--- src/rtl/crsp_pkg.sv ---
// ----------------------------------------------------------------------------
// crsp_pkg: shared types, constants and helper functions
// Field widths, register and status codes, and the tangent arithmetic used by
// the spline point core.
// ----------------------------------------------------------------------------
`timescale 1ns / 1ps
package crsp_pkg;

   localparam int MAX_POINTS_DEF = 16;
   localparam int FRAC_BITS_DEF  = 16;

   localparam int COORD_W    = 32;
   localparam int PARAM_T_W  = 20;
   localparam int INDEX_W    = 4;
   localparam int NUM_PTS_W  = 5;
   localparam int STATUS_W   = 2;
   localparam int CSR_IDX_W  = 3;

   // Tangents stay within 32 bits of magnitude; curve values need a few guard bits.
   localparam int TAN_W = 34;
   localparam int VAL_W = 36;

   // floor(m / 3) == (m * THIRD_K) >> THIRD_S for every m below 2^33.
   localparam logic [32:0] THIRD_K = 33'h155555556;
   localparam int          THIRD_S = 34;

   localparam logic signed [VAL_W-1:0] SAT_HI = VAL_W'(2147483647);
   localparam logic signed [VAL_W-1:0] SAT_LO = -SAT_HI - VAL_W'(1);

   localparam logic OP_LOAD = 1'b0;
   localparam logic OP_EVAL = 1'b1;

   typedef enum logic [CSR_IDX_W-1:0] {
      CSR_NUM_POINTS  = 3'd0,
      CSR_START_VEL_X = 3'd1,
      CSR_START_VEL_Y = 3'd2,
      CSR_END_VEL_X   = 3'd3,
      CSR_END_VEL_Y   = 3'd4
   } csr_index_type;

   typedef enum logic [STATUS_W-1:0] {
      STATUS_OK         = 2'd0,
      STATUS_CLAMPED    = 2'd1,
      STATUS_FEW_POINTS = 2'd2,
      STATUS_SATURATED  = 2'd3
   } status_type;

   typedef struct packed {
      logic eval;
      logic few;
      logic clamp;
   } ctrl_type;

   // Half the difference of the two neighbors, rounded to nearest with ties toward plus infinity.
   function automatic logic signed [TAN_W-1:0] tangent_mid(
      input logic signed [COORD_W-1:0] next_p,
      input logic signed [COORD_W-1:0] prev_p);
      logic signed [TAN_W-1:0] d;
      d = TAN_W'(next_p) - TAN_W'(prev_p) + TAN_W'(1);
      return d >>> 1;
   endfunction

   // One third, rounded to nearest, through a reciprocal multiply on the magnitude.
   function automatic logic signed [TAN_W-1:0] third_nearest(
      input logic signed [TAN_W-1:0] v);
      logic [TAN_W:0]          m;
      logic [TAN_W+33:0]       p;
      logic signed [TAN_W-1:0] q;
      m = (TAN_W+1)'(v < 0 ? -v : v) + (TAN_W+1)'(1);
      p = (TAN_W+34)'(m) * (TAN_W+34)'(THIRD_K);
      q = TAN_W'(p >> THIRD_S);
      return (v < 0) ? -q : q;
   endfunction

endpackage

--- src/rtl/crsp_lerp.sv ---
// ----------------------------------------------------------------------------
// crsp_lerp: two-stage linear interpolation
// Multiplies the difference by the fraction, then rounds and adds the base.
// ----------------------------------------------------------------------------
`timescale 1ns / 1ps
module crsp_lerp #(
   parameter int FRAC_BITS = 16
) (
   input  logic                                clock,
   input  logic                                en_mul,
   input  logic                                en_add,
   input  logic signed [crsp_pkg::VAL_W-1:0]   a,
   input  logic signed [crsp_pkg::VAL_W-1:0]   b,
   input  logic [FRAC_BITS:0]                  f,
   output logic signed [crsp_pkg::VAL_W-1:0]   y
);
   import crsp_pkg::*;

   localparam int PW = VAL_W + FRAC_BITS + 3;
   localparam logic signed [PW-1:0] HALF = PW'(64'd1 << (FRAC_BITS - 1));

   logic signed [VAL_W:0]       diff;
   logic signed [FRAC_BITS+1:0] f_s;
   logic signed [PW-1:0]        prod_in, prod_ff, rnd;
   logic signed [VAL_W-1:0]     a_ff, y_ff, y_in;

   assign diff    = (VAL_W+1)'(b) - (VAL_W+1)'(a);
   assign f_s     = $signed({1'b0, f});
   assign prod_in = PW'(diff) * PW'(f_s);
   assign rnd     = prod_ff + HALF;
   assign y_in    = a_ff + VAL_W'(rnd >>> FRAC_BITS);

   always_ff @(posedge clock) begin
      if (en_mul) begin
         a_ff    <= a;
         prod_ff <= prod_in;
      end
      if (en_add) begin
         y_ff <= y_in;
      end
   end

   assign y = y_ff;
endmodule

--- config.mk ---
export PLATFORM = sky130hd
export DESIGN_NAME = crsp_lerp
export DESIGN_NICKNAME = d
export VERILOG_FILES = /design/src/rtl/crsp_pkg.sv /design/src/rtl/crsp_lerp.sv
export SDC_FILE = /design/constraint.sdc
export NUM_CORES = 2
export LEC_CHECK = 0
export ABC_AREA = 1
export BUFFER_PORTS_ARGS = -buffer_cell sky130_fd_sc_hd__clkbuf_2
export CORE_ASPECT_RATIO = 0.75
export CORE_MARGIN = 3
export CORE_UTILIZATION = 48
export DETAILED_ROUTE_END_ITERATION = 10
export PLACE_DENSITY = 0.75
export SLEW_MARGIN = 20
export SYNTH_ARGS = -nofsm -noshare
export SYNTH_HDL_FRONTEND = slang
export SYNTH_SLANG_ARGS = --single-unit
--- constraint.sdc ---
create_clock -name clock -period 9.1 [get_ports clock]
set_input_delay 1.365 -clock clock [delete_from_list [all_inputs] [get_ports clock]]
set_output_delay 1.365 -clock clock [all_outputs]
set_load 0.05 [all_outputs]
==> run_results.csv <==
group,metric,value,unit
timing,finalHoldViolations,0,
clock_tree,clock-sinks,109,
timing,tightest_slew,1.11,ns
timing,setup_viol,0,
final_layout,final_nets,4784,
place,portBuffers,127,
routing,wl_met1,37900,um
floorplan,die_x,291,um
final_layout,finalInstanceArea,32900,um^2
routing,routed_wl,93900,um
timing,clock_skew,0.0136,ns
routing,dr.pass1.iters,6,
worst_setup_path,worstSetupEndpointType,"flip-flop",
min_path,worstHoldPathType,"flip-flop to flip-flop",
clock_tree,ctsRootBufferMaster,"clkbuf_16",
floorplan,row_count,77,
logic_synthesis,synth_top_cell_area_share,0.394,
logic_synthesis,synth_ff_type,"edfxtp_1",
worst_setup_path,crit_family,"adder cells",
clock_tree,cts_tree,"yes",
final_layout,final_cell_mix,"933 x inv_1, 600 x nand2_1, 574 x fa_1",
timing,slew_violations,0,
routing,drtAntennaViolNets,0,
worst_setup_path,crit_type,"input pin to flip-flop",
grt,grt-ovfl-total,0,
timing,fin_crit_sh,0.977,
floorplan,die-area,64100,um^2
routing,route.met2.wl,39000,um
worst_setup_path,critPathLaunch,"a[18]",
routing,drc,0,
worst_setup_path,ff2ff_path_depth,20,
clock_tree,clockBufferDepth,2,
worst_setup_path,cp_num_buf_inv,8,
logic_synthesis,synth.area.top_cells,"fa_1 39%, inv_1 12%, edfxtp_1 11%",
logic_synthesis,mappedNetlistNets,4481,
logic_synthesis,avgSynthCellArea,8.09,um^2
worst_setup_path,crit-reg2reg-capture,"y[35]",
worst_setup_path,path_max_fanout,5,
timing,min_period,8.89,ns
logic_synthesis,synth_edf_count,109,
clock_tree,cts_made_buffers,9,
worst_setup_path,crit_path_top_delay_cell,"fa_1",
clock_tree,clk-insertion-delay-late,0.37,ns
worst_setup_path,worstPathArrival,8.97,ns
grt,track_usage,0.299,
final_layout,final_layout_size_suffix_gt1_frac,0.126,
timing,fmax,113,MHz
logic_synthesis,ys.warnings.count,0,
worst_setup_path,crit_end,"prod_ff[45]",
logic_synthesis,netlist_instances,3623,
timing,rsz0062_at_grt,"yes",
clock_tree,clk_pin_slew,0.08,ns
worst_setup_path,reg2reg_slack,5.06,ns
run,cap_viol_max_count,0,
final_layout,fillers,5427,
worst_setup_path,critPathLaunchType,"input pin",
logic_synthesis,synth-async-reset-ratio,0,
place,place.gp.congestion,0.985,
logic_synthesis,synth-seq-area-share,0.112,
routing,highest_layer,"met5",
routing,via_per_inst,5.30,
min_path,hold_path.startpoint,"a_ff[1]",
worst_setup_path,worstPathRequired,9.19,ns
routing,dr_wl_met3,13600,um
timing,maxSlewHeadroom,0.257,
logic_synthesis,netlist_area,29300,um^2
timing,setup_ws,0.214,ns
floorplan,die_h,220,um
floorplan,start_util,0.491,
worst_setup_path,critical-path-max-stage-delay,0.54,ns
place,place_ws,-0.181,ns
final_layout,area_delta_synth_final,12.3,%
grt,grt_pass1_wl,146000,um
worst_setup_path,path_depth,34,
clock_tree,cts_max_level,3,
outcome,status,"finished clean",
worst_setup_path,r2r-start,"prod_ff[15]",
logic_synthesis,yosys.area.top_type,"fa_1",
logic_synthesis,ys_ff_latch,109,
routing,via_count,25000,
grt,grt_pass1_vias,25900,
place,placed_cell_area,32600,um^2
grt,grt_max_degree,74,
clock_tree,ctsHoldBuffers,0,
place,dpl.hpwl,80200,um
logic_synthesis,synth_cell_type_count,51,
routing,drt_first_iter_violations,2171,
grt,antenna_found_initial,2,
floorplan,ios,128,
final_layout,final_common_cell,"inv_1",
routing,wl_per_cell,19.9,um
floorplan,core,59600,um^2
-- cell families (layout without fill, tap and decap cells) --
family | after synthesis | in the layout | synth area share
buf+inv | 1033 | 1341 | 0.134
xor+xnor | 126 | 126 | 0.0389
other cells | 0 | 2 | 0
fa+ha+maj | 766 | 766 | 0.475
flops | 109 | 109 | 0.112
simple gates | 1299 | 1299 | 0.186
compound gates | 290 | 290 | 0.0555
-- flip-flops by register name, summed over array words and instances (netlist names) --
name and cells:
prod_ff 37, y 36, a_ff 36
-- metal layers --
metal  vias to the layer above  global-route usage
met3                       191               0.125
li1                      11400                   -
met2                      1390               0.447
met5                         -              0.0130
met4                         2              0.0829
met1                     12000               0.400
-- through the flow --
step | util | instances | setup TNS [ns] | hold WS [ns]
after global routing | 0.552 | 4722 | -0.0392 | 0.714
final | 0.552 | 4723 | 0 | 0.680
after floorplan | - | 3623 | 0 | 0.526
after detailed placement | 0.546 | 4705 | -0.214 | 0.671
after global placement | 0.546 | 4705 | -0.130 | 0.643
after CTS | 0.551 | 4721 | 0 | 0.690
-- cells in the mapped netlist (all sizes together), types with 46 or more instances --
cell type,number
xor2,80
clkbuf,70
edfxtp,109
nand3,152
ha,190
nor2,407
inv,939
nand2,610
or2,64
o21ai,68
fa,576
a21oi,151
xnor2,46
-- area by class of cell --
class	instances	area, um^2	share of cell area
Multi-Input combinational cell	2481	22100	0.673
Tap cell	790	988	0.0300
Timing Repair Buffer	382	2640	0.0802
Clock buffer	9	225	0.00684
Antenna cell	2	5.00	0.000152
Inverter	943	3540	0.108
Clock inverter	7	97.6	0.00297
Sequential cell	109	3270	0.0994
-- what timing repair did --
| item | CTS | global route |
|---|---|---|
| endpoints found under the hold margin | 0 | 0 |
| endpoints found under the setup margin | 0 | 8 |
| resized for setup | 0 | 12 |
| setup buffers | 0 | 0 |
-- worst min path at each step --
stage,endpoint,slack (ns),cells past startpoint
6_report,y[1],0.68,1
5_1_grt,y[1],0.71,1
4_1_cts,y[1],0.69,1
3_5_place_dp,y[1],0.67,1
3_3_place_gp,y[1],0.64,1
2_1_floorplan,y[0],0.53,1
Power is not shown: default switching activity piles up to over one toggle a cycle in this logic, so the estimate is an artifact.
